[src/hdl/sle_pkg.sv]
// ----------------------------------------------------------------------------
// Sorted list engine package
// Shared sizes, codes and the command struct that is broadcast to every cell.
// ----------------------------------------------------------------------------
package sle_pkg;

   localparam int CAPACITY = 16;
   localparam int IDX_W    = (CAPACITY > 1) ? $clog2(CAPACITY) : 1;
   localparam int CNT_W    = $clog2(CAPACITY + 1);
   localparam int DATA_W   = 32;
   localparam int POS_W    = 4;
   localparam int ECNT_W   = 5;

   typedef enum logic [1:0] {
      ACT_INSERT  = 2'd0,
      ACT_DEL_POS = 2'd1,
      ACT_DEL_KEY = 2'd2,
      ACT_READ    = 2'd3
   } action_type;

   typedef enum logic [1:0] {
      STS_OK       = 2'd0,
      STS_INVALID  = 2'd1,
      STS_NOTFOUND = 2'd2,
      STS_FULL     = 2'd3
   } status_type;

   typedef enum logic [2:0] {
      ST_IDLE  = 3'b001,
      ST_EVAL  = 3'b010,
      ST_APPLY = 3'b100
   } state_type;

   typedef struct packed {
      action_type               action;
      logic signed [DATA_W-1:0] value;
      logic [POS_W-1:0]         position;
      logic [CNT_W-1:0]         count;
      logic                     eval_en;
      logic                     apply_en;
      logic                     ok;
   } cmd_type;

endpackage

[src/hdl/sle_req_if.sv]
// ----------------------------------------------------------------------------
// Request channel
// Valid/ready channel that carries one request item into the list engine.
// ----------------------------------------------------------------------------
interface sle_req_if;

   logic               valid;
   logic               ready;
   logic [1:0]         action;
   logic signed [31:0] value;
   logic [3:0]         position;

   modport source (output valid, output action, output value, output position,
                   input ready);
   modport sink (input valid, input action, input value, input position,
                 output ready);

endinterface

[src/hdl/sle_rsp_if.sv]
// ----------------------------------------------------------------------------
// Response channel
// Valid/ready channel that carries one result item out of the list engine.
// ----------------------------------------------------------------------------
interface sle_rsp_if;

   logic               valid;
   logic               ready;
   logic signed [31:0] data;
   logic [3:0]         found_position;
   logic [1:0]         status;
   logic [4:0]         entry_count;

   modport source (output valid, output data, output found_position,
                   output status, output entry_count, input ready);
   modport sink (input valid, input data, input found_position,
                 input status, input entry_count, output ready);

endinterface

[src/hdl/sle_cell.sv]
// ----------------------------------------------------------------------------
// Sorted list cell
// Holds one entry. In the evaluate cycle it compares its entry with the
// broadcast request and its left neighbor's flags; in the apply cycle it
// takes the new value or shifts from a neighbor.
// ----------------------------------------------------------------------------
module sle_cell (
   input  logic                             clock,
   input  sle_pkg::cmd_type                 cmd,
   input  logic [sle_pkg::IDX_W-1:0]        idx,
   input  logic signed [sle_pkg::DATA_W-1:0] left_entry,
   input  logic signed [sle_pkg::DATA_W-1:0] right_entry,
   input  logic                             left_le,
   input  logic                             left_match,
   output logic signed [sle_pkg::DATA_W-1:0] entry,
   output logic                             le,
   output logic                             match,
   output logic                             hit
);
   import sle_pkg::*;

   logic signed [DATA_W-1:0] entry_ff, entry_in;
   logic                     sel_ff, sel_in;
   logic                     mov_ff, mov_in;
   logic                     occ, ge, at_pos, past_pos;

   assign occ      = 32'(idx) < 32'(cmd.count);
   assign le       = occ && !(cmd.value < entry_ff);
   assign ge       = occ && !(entry_ff < cmd.value);
   assign match    = occ && (entry_ff == cmd.value);
   assign at_pos   = occ && (32'(idx) == 32'(cmd.position));
   assign past_pos = occ && (32'(idx) >= 32'(cmd.position));

   always_comb begin
      sel_in   = sel_ff;
      mov_in   = mov_ff;
      entry_in = entry_ff;
      if (cmd.eval_en) begin
         unique case (cmd.action) inside
            ACT_INSERT: begin
               sel_in = left_le && !le;
               mov_in = !left_le;
            end
            ACT_DEL_KEY: begin
               sel_in = match && !left_match;
               mov_in = ge;
            end
            ACT_DEL_POS, ACT_READ: begin
               sel_in = at_pos;
               mov_in = past_pos;
            end
            default: begin
               sel_in = 1'b0;
               mov_in = 1'b0;
            end
         endcase
      end
      if (cmd.apply_en && cmd.ok) begin
         case (cmd.action) inside
            ACT_INSERT: begin
               if (sel_ff) begin
                  entry_in = cmd.value;
               end else if (mov_ff) begin
                  entry_in = left_entry;
               end
            end
            ACT_DEL_POS, ACT_DEL_KEY: begin
               if (mov_ff) begin
                  entry_in = right_entry;
               end
            end
            default: entry_in = entry_ff;
         endcase
      end
   end

   always_ff @(posedge clock) begin
      entry_ff <= entry_in;
      sel_ff   <= sel_in;
      mov_ff   <= mov_in;
   end

   assign entry = entry_ff;
   assign hit   = sel_ff;

endmodule

[src/hdl/sorted_list_engine_unit.sv]
// ----------------------------------------------------------------------------
// Sorted list engine
// A result item is registered as the apply state completes, after the evaluate
// state; apply waits while the previous result item is not yet taken. A request
// item goes through accept, evaluate and apply before the next is accepted.
// Reset: the entry count clears to zero; entry storage is not cleared.
// Keeps up to CAPACITY signed values in ascending order in a row of cells.
// ----------------------------------------------------------------------------
module sorted_list_engine_unit (
   input logic  clock,
   input logic  reset,
   sle_req_if.sink   req_if,
   sle_rsp_if.source rsp_if
);
   import sle_pkg::*;

   state_type                state_ff, state_in;
   action_type               act_ff;
   logic signed [DATA_W-1:0] val_ff;
   logic [POS_W-1:0]         pos_ff;
   logic [CNT_W-1:0]         count_ff, count_in;

   logic                     rsp_valid_ff, rsp_valid_in;
   logic signed [DATA_W-1:0] rsp_data_ff, rsp_data_in;
   logic [POS_W-1:0]         rsp_found_ff, rsp_found_in;
   status_type               rsp_status_ff, rsp_status_in;
   logic [ECNT_W-1:0]        rsp_count_ff, rsp_count_in;

   cmd_type                  cmd;
   status_type               status;
   logic                     ok, out_free, apply_go, accept;
   logic [IDX_W-1:0]         enc_idx;
   logic signed [DATA_W-1:0] sel_data;

   logic signed [DATA_W-1:0] entry_vec [CAPACITY];
   logic signed [DATA_W-1:0] left_vec  [CAPACITY];
   logic signed [DATA_W-1:0] right_vec [CAPACITY];
   logic [CAPACITY-1:0]      le_vec, match_vec, hit_vec, lle_vec, lmatch_vec;

   assign accept   = req_if.valid && req_if.ready;
   assign out_free = !rsp_valid_ff || rsp_if.ready;
   assign apply_go = (state_ff == ST_APPLY) && out_free;
   assign req_if.ready = (state_ff == ST_IDLE) && !reset;

   always_comb begin
      status = STS_OK;
      case (act_ff) inside
         ACT_INSERT: begin
            if (32'(count_ff) >= CAPACITY) begin
               status = STS_FULL;
            end
         end
         ACT_DEL_KEY: begin
            if (hit_vec == '0) begin
               status = STS_NOTFOUND;
            end
         end
         ACT_DEL_POS, ACT_READ: begin
            if (32'(pos_ff) >= 32'(count_ff)) begin
               status = STS_INVALID;
            end
         end
         default: status = STS_OK;
      endcase
   end

   assign ok = (status == STS_OK);

   assign cmd.action   = act_ff;
   assign cmd.value    = val_ff;
   assign cmd.position = pos_ff;
   assign cmd.count    = count_ff;
   assign cmd.eval_en  = (state_ff == ST_EVAL);
   assign cmd.apply_en = apply_go;
   assign cmd.ok       = ok;

   for (genvar i = 0; i < CAPACITY; i++) begin : g_cell
      if (i == 0) begin : g_first
         assign left_vec[i]   = val_ff;
         assign lle_vec[i]    = 1'b1;
         assign lmatch_vec[i] = 1'b0;
      end else begin : g_rest
         assign left_vec[i]   = entry_vec[i-1];
         assign lle_vec[i]    = le_vec[i-1];
         assign lmatch_vec[i] = match_vec[i-1];
      end
      if (i == CAPACITY - 1) begin : g_last
         assign right_vec[i] = val_ff;
      end else begin : g_inner
         assign right_vec[i] = entry_vec[i+1];
      end

      sle_cell u_cell (
         .clock       (clock),
         .cmd         (cmd),
         .idx         (IDX_W'(i)),
         .left_entry  (left_vec[i]),
         .right_entry (right_vec[i]),
         .left_le     (lle_vec[i]),
         .left_match  (lmatch_vec[i]),
         .entry       (entry_vec[i]),
         .le          (le_vec[i]),
         .match       (match_vec[i]),
         .hit         (hit_vec[i])
      );
   end

   always_comb begin
      enc_idx  = '0;
      sel_data = '0;
      for (int i = 0; i < CAPACITY; i++) begin
         if (hit_vec[i]) begin
            enc_idx  = enc_idx | IDX_W'(i);
            sel_data = sel_data | entry_vec[i];
         end
      end
   end

   always_comb begin
      state_in = state_ff;
      unique case (state_ff)
         ST_IDLE:  if (req_if.valid) state_in = ST_EVAL;
         ST_EVAL:  state_in = ST_APPLY;
         ST_APPLY: if (out_free) state_in = ST_IDLE;
         default:  state_in = ST_IDLE;
      endcase
   end

   always_comb begin
      count_in = count_ff;
      if (apply_go && ok) begin
         case (act_ff) inside
            ACT_INSERT:               count_in = count_ff + CNT_W'(1);
            ACT_DEL_POS, ACT_DEL_KEY: count_in = count_ff - CNT_W'(1);
            default:                  count_in = count_ff;
         endcase
      end
   end

   always_comb begin
      rsp_valid_in  = rsp_valid_ff;
      rsp_data_in   = rsp_data_ff;
      rsp_found_in  = rsp_found_ff;
      rsp_status_in = rsp_status_ff;
      rsp_count_in  = rsp_count_ff;
      if (apply_go) begin
         rsp_valid_in  = 1'b1;
         rsp_data_in   = (ok && act_ff != ACT_INSERT) ? sel_data : '0;
         rsp_found_in  = ok ? POS_W'(enc_idx) : '0;
         rsp_status_in = status;
         rsp_count_in  = ECNT_W'(count_in);
      end else if (rsp_if.ready) begin
         rsp_valid_in = 1'b0;
      end
   end

   always_ff @(posedge clock) begin
      if (reset) begin
         state_ff     <= ST_IDLE;
         count_ff     <= '0;
         rsp_valid_ff <= 1'b0;
      end else begin
         state_ff     <= state_in;
         count_ff     <= count_in;
         rsp_valid_ff <= rsp_valid_in;
      end
   end

   always_ff @(posedge clock) begin
      if (accept) begin
         act_ff <= action_type'(req_if.action);
         val_ff <= req_if.value;
         pos_ff <= req_if.position;
      end
      rsp_data_ff   <= rsp_data_in;
      rsp_found_ff  <= rsp_found_in;
      rsp_status_ff <= rsp_status_in;
      rsp_count_ff  <= rsp_count_in;
   end

   assign rsp_if.valid          = rsp_valid_ff;
   assign rsp_if.data           = rsp_data_ff;
   assign rsp_if.found_position = rsp_found_ff;
   assign rsp_if.status         = rsp_status_ff;
   assign rsp_if.entry_count    = rsp_count_ff;

`ifndef NO_ASSERTIONS
   a_count_max: assert property (@(posedge clock) disable iff (reset)
      32'(count_ff) <= CAPACITY)
      else $error("entry count exceeds capacity");

   a_hit_onehot: assert property (@(posedge clock) disable iff (reset)
      (state_ff == ST_APPLY) |-> $onehot0(hit_vec))
      else $error("more than one cell selected");

   a_insert_grows: assert property (@(posedge clock) disable iff (reset)
      (apply_go && ok && act_ff == ACT_INSERT)
      |=> 32'(count_ff) == 32'($past(count_ff)) + 1)
      else $error("insert did not grow the list");

   a_rsp_count: assert property (@(posedge clock) disable iff (reset)
      apply_go |=> rsp_count_ff == ECNT_W'(count_ff))
      else $error("reported count differs from stored count");
`endif

endmodule

[src/flat_wrapper.sv]
// flat-port wrapper written by rule: the top's interface ports become plain ports
module sorted_list_engine_unit_flat import sle_pkg::*;
  (clock, reset, req_if_valid, req_if_action, req_if_value, req_if_position, req_if_ready, rsp_if_valid, rsp_if_data, rsp_if_found_position, rsp_if_status, rsp_if_entry_count, rsp_if_ready);
  sle_req_if req_if_i ();
  sle_rsp_if rsp_if_i ();
  input logic clock;
  input logic reset;
  input wire logic [$bits(req_if_i.valid)-1:0] req_if_valid;
  input wire logic [$bits(req_if_i.action)-1:0] req_if_action;
  input wire logic [$bits(req_if_i.value)-1:0] req_if_value;
  input wire logic [$bits(req_if_i.position)-1:0] req_if_position;
  output wire logic [$bits(req_if_i.ready)-1:0] req_if_ready;
  output wire logic [$bits(rsp_if_i.valid)-1:0] rsp_if_valid;
  output wire logic [$bits(rsp_if_i.data)-1:0] rsp_if_data;
  output wire logic [$bits(rsp_if_i.found_position)-1:0] rsp_if_found_position;
  output wire logic [$bits(rsp_if_i.status)-1:0] rsp_if_status;
  output wire logic [$bits(rsp_if_i.entry_count)-1:0] rsp_if_entry_count;
  input wire logic [$bits(rsp_if_i.ready)-1:0] rsp_if_ready;
  assign req_if_i.valid = req_if_valid;
  assign req_if_i.action = req_if_action;
  assign req_if_i.value = req_if_value;
  assign req_if_i.position = req_if_position;
  assign req_if_ready = req_if_i.ready;
  assign rsp_if_valid = rsp_if_i.valid;
  assign rsp_if_data = rsp_if_i.data;
  assign rsp_if_found_position = rsp_if_i.found_position;
  assign rsp_if_status = rsp_if_i.status;
  assign rsp_if_entry_count = rsp_if_i.entry_count;
  assign rsp_if_i.ready = rsp_if_ready;
  sorted_list_engine_unit u_core (.clock(clock), .reset(reset), .req_if(req_if_i), .rsp_if(rsp_if_i));
endmodule
[config.mk]
export PLATFORM = sky130hd
export DESIGN_NAME = sorted_list_engine_unit_flat
export DESIGN_NICKNAME = d
export VERILOG_FILES = /design/src/hdl/sle_pkg.sv /design/src/hdl/sle_req_if.sv /design/src/hdl/sle_rsp_if.sv /design/src/hdl/sle_cell.sv /design/src/hdl/sorted_list_engine_unit.sv /design/src/flat_wrapper.sv
export SDC_FILE = /design/constraint.sdc
export NUM_CORES = 2
export LEC_CHECK = 0
export BUFFER_PORTS_ARGS = -buffer_cell sky130_fd_sc_hd__buf_4
export CAP_MARGIN = 40
export CORE_UTILIZATION = 54
export DETAILED_ROUTE_END_ITERATION = 6
export PLACE_DENSITY_LB_ADDON = 0.3
export SYNTH_ARGS = -nofsm -noshare
export SYNTH_HDL_FRONTEND = slang
export SYNTH_SLANG_ARGS = --single-unit
[constraint.sdc]
create_clock -name clock -period 5.7 [get_ports clock]
set_clock_uncertainty 0.05 [all_clocks]
set_input_delay 1.14 -clock clock [delete_from_list [all_inputs] [get_ports clock]]
set_output_delay 1.14 -clock clock [all_outputs]
set_load 0.005 [all_outputs]
=== Yosys cells after proc, flatten, opt, wreduce, memory -nomap -nowiden ===
Index checks and enable logic that the tools add are counted.

* Register bits: 634
* Input bits: 42
* Output and inout port bits: 45
* Word-level logic and storage cells: 576

* Add/sub/neg operators: 2
* Order comparisons: 66
* Equality and inequality tests: 39
* Muxes and demuxes: 157
* Bitwise gates (word level): 15
* Reductions and logical operators: 239

{| class="wikitable"
|+ Operators by type and width
! operator !! number
|-
| 32-bit two-way mux || 96
|-
| 32-bit less-than comparator || 32
|-
| 32-bit equality test || 16
|-
| 32-bit bitwise OR || 15
|-
| 1-bit logical AND || 115
|-
| 1-bit one-hot mux with 3 select lines || 31
|-
| 2-bit nonzero test || 35
|-
| 1-bit zero test || 65
|-
| 4-bit AND reduction || 16
|-
| 4-bit by 5-bit less-than comparator with 1-bit output, first input constant || 8
|-
| 4-bit equality test, first input constant || 8
|-
| 4-bit >= comparator, first input constant || 8
|-
| 4-bit two-way mux || 8
|-
| 3-bit by 5-bit less-than comparator with 1-bit output, first input constant || 4
|-
| 3-bit two-way mux || 6
|-
| 3-bit by 4-bit equality test with 1-bit output, first input constant || 4
|-
| 3-bit by 4-bit >= comparator with 1-bit output, first input constant || 4
|-
| 16-bit zero test || 1
|-
| 5-bit two-way mux || 3
|-
| 2-bit two-way mux || 6
|-
| 1-bit by 5-bit less-than comparator with 1-bit output, first input constant || 2
|-
| 2-bit by 5-bit less-than comparator with 1-bit output, first input constant || 2
|-
| 3-bit one-hot mux with 3 select lines || 1
|-
| 2-bit by 4-bit equality test with 1-bit output, first input constant || 2
|-
| other kinds (21) || 30
|}

=== Logic depth before layout (Yosys ltp) ===
* Depth in word-level cells: 31
* Gate-level depth with buffers: 12
* Gate-level depth less buffers: 10

=== Cells and area by module ===
Synthesis repeated with hierarchy kept, for this count alone.

* Cells, all modules: 5696
* Area total of the unflattened synthesis: 53070.9 sq um

{| class="wikitable"
|+ By module, submodules not included
! module !! instances !! cells each !! area each (sq um) !! sequential area each (sq um)
|-
| sle_cell || 16 || 316 || 2924.1 || 1021.0
|-
| sorted_list_engine_unit || 1 || 640 || 6286.0 || 2612.5
|}

=== Least setup slack after synthesis ===
OpenSTA, ideal clock, no wires.

* Path kind: input to register
* Start: input rsp_if_ready
* End: register u_core.g_cell[3].u_cell.entry_ff[0], enable pin
* Setup time: 0.421 ns
* Arrival time: 5.493 ns
* Required time: 5.229 ns
* Slack: -0.264 ns
* Cell stages on the path: 7
* Buffers on the path: 2
* Cells stage by stage: nand2b_1 -> nor2b_1 -> o211a_1 -> nand2b_1 -> clkbuf_1 -> buf_2 -> nor2_1

* Longest elaborated chain between the ends: 4

{| class="wikitable"
|+ RTL lines
! what !! line !! source
|-
| start, declared || flat_wrapper.sv:18 || <nowiki>input wire logic [$bits(rsp_if_i.ready)-1:0] rsp_if_ready;</nowiki>
|-
| 1-bit logical OR || sorted_list_engine_unit.sv:41 || <nowiki>assign out_free = !rsp_valid_ff || rsp_if.ready;</nowiki>
|-
| 1-bit logical AND || sorted_list_engine_unit.sv:42 || <nowiki>assign apply_go = (state_ff == ST_APPLY) && out_free;</nowiki>
|-
| via u_core.apply_go || sorted_list_engine_unit.sv:31 || <nowiki>logic ok, out_free, apply_go, accept;</nowiki>
|-
| 1-bit logical AND || sle_cell.sv:58 || <nowiki>if (cmd.apply_en && cmd.ok) begin</nowiki>
|-
| 4-bit AND reduction (no line) || - ||
|-
| end signal, assigned || sle_cell.sv:78 || <nowiki>entry_ff <= entry_in;</nowiki>
|-
| end, declared || sle_cell.sv:22 || <nowiki>logic signed [DATA_W-1:0] entry_ff, entry_in;</nowiki>
|}

The timed path passes the listed nets, and every way through them passes these cells.
A chain may end at the register's enable or synchronous reset.

=== Worst setup path in the final report ===
* Start: register u_core.val_ff[31]
* End: register u_core.g_cell[12].u_cell.sel_ff (data pin)

* Longest elaborated chain between the ends: 6
* Elaborated cells on any way between the ends: 15
* Those cells by class: order compare (2); eq/ne (2); mux (1); reduce/logical (10)

{| class="wikitable"
|+ RTL lines
! what !! line !! source
|-
| start, declared || sorted_list_engine_unit.sv:19 || <nowiki>logic signed [DATA_W-1:0] val_ff;</nowiki>
|-
| start signal, assigned || sorted_list_engine_unit.sv:172 || <nowiki>val_ff <= req_if.value;</nowiki>
|-
| 32-bit less-than comparator || sle_cell.sv:28 || <nowiki>assign le = occ && !(cmd.value < entry_ff);</nowiki>
|-
| 1-bit zero test || sle_cell.sv:28 ||
|-
| 1-bit logical AND || sle_cell.sv:28 ||
|-
| 1-bit zero test || sle_cell.sv:41 || <nowiki>sel_in = left_le && !le;</nowiki>
|-
| 1-bit logical AND || sle_cell.sv:41 ||
|-
| 1-bit one-hot mux with 3 select lines * || sle_cell.sv:39 || <nowiki>unique case (cmd.action) inside</nowiki>
|-
| end signal, assigned || sle_cell.sv:79 || <nowiki>sel_ff <= sel_in;</nowiki>
|-
| end, declared || sle_cell.sv:23 || <nowiki>logic sel_ff, sel_in;</nowiki>
|}

Every way passes the cells marked *; elsewhere a longest branch is shown, timed or not.

==> impl_metrics.toml <==
[finish]
layout_common_cells = "a21oi_1, edfxtp_1, ha_1"
area_delta_synth_final_pct = 10.0
drive_gt1_share_pct = 9.35
final_common_cell = "a21oi_1"
fin_nets = 4880

[setup_path]
start_kind = "flip-flop"
required_ns = 6.02
arrival_ns = 4.96
cp_max_fo = 17
critPathCaptureType = "flip-flop"
path_class = "flip-flop to flip-flop"

[clocking]
cts-buffers-inserted = 75
cts-hold-fix-buffers = 0
clkSinkCount = 634
root_buffer = "clkbuf_16"
clock_latency_ns = 0.65
cts_resized = 0
ctsLongestPathBuffers = 3
clk_pin_slew_ns = 0.06
cts_setup_buffers = 0
cts_htree_levels = 3
cts_tree = "built"

[die]
dieArea_mm2 = 0.0843
die_w_um = 290
io_pins = 87
die_height_um = 290
placementRows = 105
coreArea_mm2 = 0.0822
initial_core_util_pct = 54.6

[yosys]
synth.avg_cell_area_um2 = 10.3
yosysWarningCount = 0
synth-seq-cells = 634
yosys_most_used_dff = "edfxtp_1"
synthArstFlopShare_pct = 0
synth_cell_types = 68
syn_inst = 4341
syn_area_mm2 = 0.0449
ys_seq_area_share_pct = 42.2
syn_nets = 4906
synth_edf_count = 625

[placement]
gp_congestion = 1.08
pre_cts_ws_ns = 1.27
numPortBuffers = 86
place_hpwl_mm = 122

[detailed_routing]
routed_wl_mm = 177
wl_per_cell_um = 32.5
vias_per_cell = 7.15
routed-via-count = 38920
drt_iter0_drc = 5834
drt-pass1-iter-count = 7
ant_nets = 0
drc = 1

[timing]
worst_slew_pin_slew_ns = 1.12
period_share_pct = 81.4
rsz0062_at_grt = "no"
fmax_mhz = 216
final_max_slew_viol_count = 0
setup_viol = 0
fin_tns_setup_ns = 0
relSlewSlack_pct = 25.3
fin_crit_ns = 4.64
hold_viol_final = 0
fin_hold_ws_ns = 0.488
fin_ws_ns = 1.06

[power_and_ir_drop]
powerDensity_mw_per_mm2 = 223
peakVddDrop_uv = 217
p_leak_uw = 0.0212

[global_route]
grt_pass1_wl_mm = 253
antenna_found_initial = 4
grt_pass1_vias = 36292
grt_usage_pct = 41.0
grt_overflow = 0
grt_max_degree = 234

[min_path]
hold_class = "flip-flop to flip-flop"

[status]
violations = "design-rule violations"
outcome = "complete, but fails checks"

[run]
cap_viol_max_count = 0
registers in the layout, summed over array words and instances, names as in the netlist:
register                      cells
u_core.val_ff                    32
u_core.rsp_if.entry_count         5
u_core.act_ff                     2
u_core.rsp_if.status              2
u_core.rsp_if.valid               1
u_core.g_cell.u_cell.mov_ff      16
u_core.g_cell.u_cell.hit         16
u_core.g_cell.u_cell.entry      512
u_core.rsp_if.data               32
u_core.pos_ff                     4
u_core.state_ff                   3
u_core.rsp_if.found_position      4
u_core.count_ff                   5
worst paths after layout:
check,start,endpoint,slack [ns],cells after the start
setup / recovery,u_core.val_ff[31],u_core.g_cell[12].u_cell.hit,1.06,10
hold / removal,u_core.state_ff[0],u_core.state_ff[2],0.49,1
setup reg to reg,u_core.val_ff[31],u_core.g_cell[12].u_cell.hit,1.06,10
hold reg to reg,u_core.state_ff[0],u_core.state_ff[2],0.49,1
layer usage:
| metal | share of wire, % | up-vias | track usage [%] |
|---|---|---|---|
| met5 | 0.014 | - | 0 |
| met4 | 8.8 | 4 | 29.5 |
| met3 | 11 | 753 | 7.09 |
| met2 | 43 | 2919 | 62.4 |
| met1 | 37 | 18450 | 53.0 |
| li1 | - | 16794 | - |
critical path, cell delays in order, from the launching register on:
cell	delay [ns]
edfxtp_1	0.70
inv_1	0.48
ha_1	0.60
nand4_1	0.16
nor4_1	0.34
nor3b_1	0.75
nor4b_1	0.56
o31ai_1	0.18
a31oi_1	0.26
a21o_1	0.20
o31ai_1	0.10
layout make-up:
| cell class | count | area (µm²) |
|---|---|---|
| diodes | 1 | 2.50 |
| fillers | 6835 | 32800 |
| well taps | 1070 | 1340 |
| multi-input cells | 3329 | 24700 |
| clock buffers | 97 | 2020 |
| clock inverters | 39 | 388 |
| repair buffers | 201 | 1750 |
| flip-flops and latches | 634 | 18900 |
| inverters | 74 | 278 |
per-stage QoR:
| step | instances | utilization (%) | power, µW | area [µm²] |
|---|---|---|---|---|
| 6_report | 5445 | 60.1 | 11000 | 49400 |
| 5_1_grt | 5444 | 60.1 | 11300 | 49400 |
| 4_1_cts | 5443 | 60.1 | 11000 | 49400 |
| 3_5_place_dp | 5307 | 57.1 | 6220 | 47000 |
| 3_3_place_gp | 5293 | 56.8 | 6190 | 46800 |
| 2_1_floorplan | 4341 | - | 5890 | 44900 |
synth_stat cells, drive strengths merged, types with 13 or more instances:
| library cell | number | area, µm² |
|---|---|---|
| a31oi | 43 | 269 |
| nand2b | 13 | 81.3 |
| mux2 | 62 | 698 |
| mux2i | 452 | 4520 |
| and3 | 40 | 250 |
| o211ai | 26 | 195 |
| o21ai | 94 | 470 |
| edfxtp | 625 | 18800 |
| ha | 523 | 6540 |
| nor2 | 529 | 1990 |
| clkbuf | 254 | 953 |
| buf | 50 | 206 |
| nand3 | 38 | 190 |
| nor4 | 29 | 188 |
| a21oi | 656 | 3280 |
| a22oi | 66 | 495 |
| o21a | 16 | 120 |
| nor2b | 34 | 213 |
| a21o | 102 | 766 |
| inv | 74 | 278 |
| a22o | 97 | 850 |
| nor3 | 37 | 185 |
| o31ai | 13 | 97.6 |
| a221oi | 107 | 943 |
| nand2 | 118 | 443 |
| nand4 | 105 | 657 |
logic make-up after synthesis:
logic type,after synthesis,synth area share (%)
DFF,634,42.2
xor gates and xnor gates,11,0.215
muxes,514,11.6
and+or+nand+nor,994,10.2
buffers and inverters,378,3.20
adders and majority gates,523,14.6
AOI/OAI and AO/OA,1287,18.0
report_power, final:
group          internal, µW  total (µW)  switching, µW  leakage (µW)
Clock                  2790        4880           2080       0.00117
Combinational           356         978            622        0.0143
Sequential             5120        5180           50.7       0.00567
Total                  8280       11000           2760        0.0212
(Power assumes the default switching activity.)
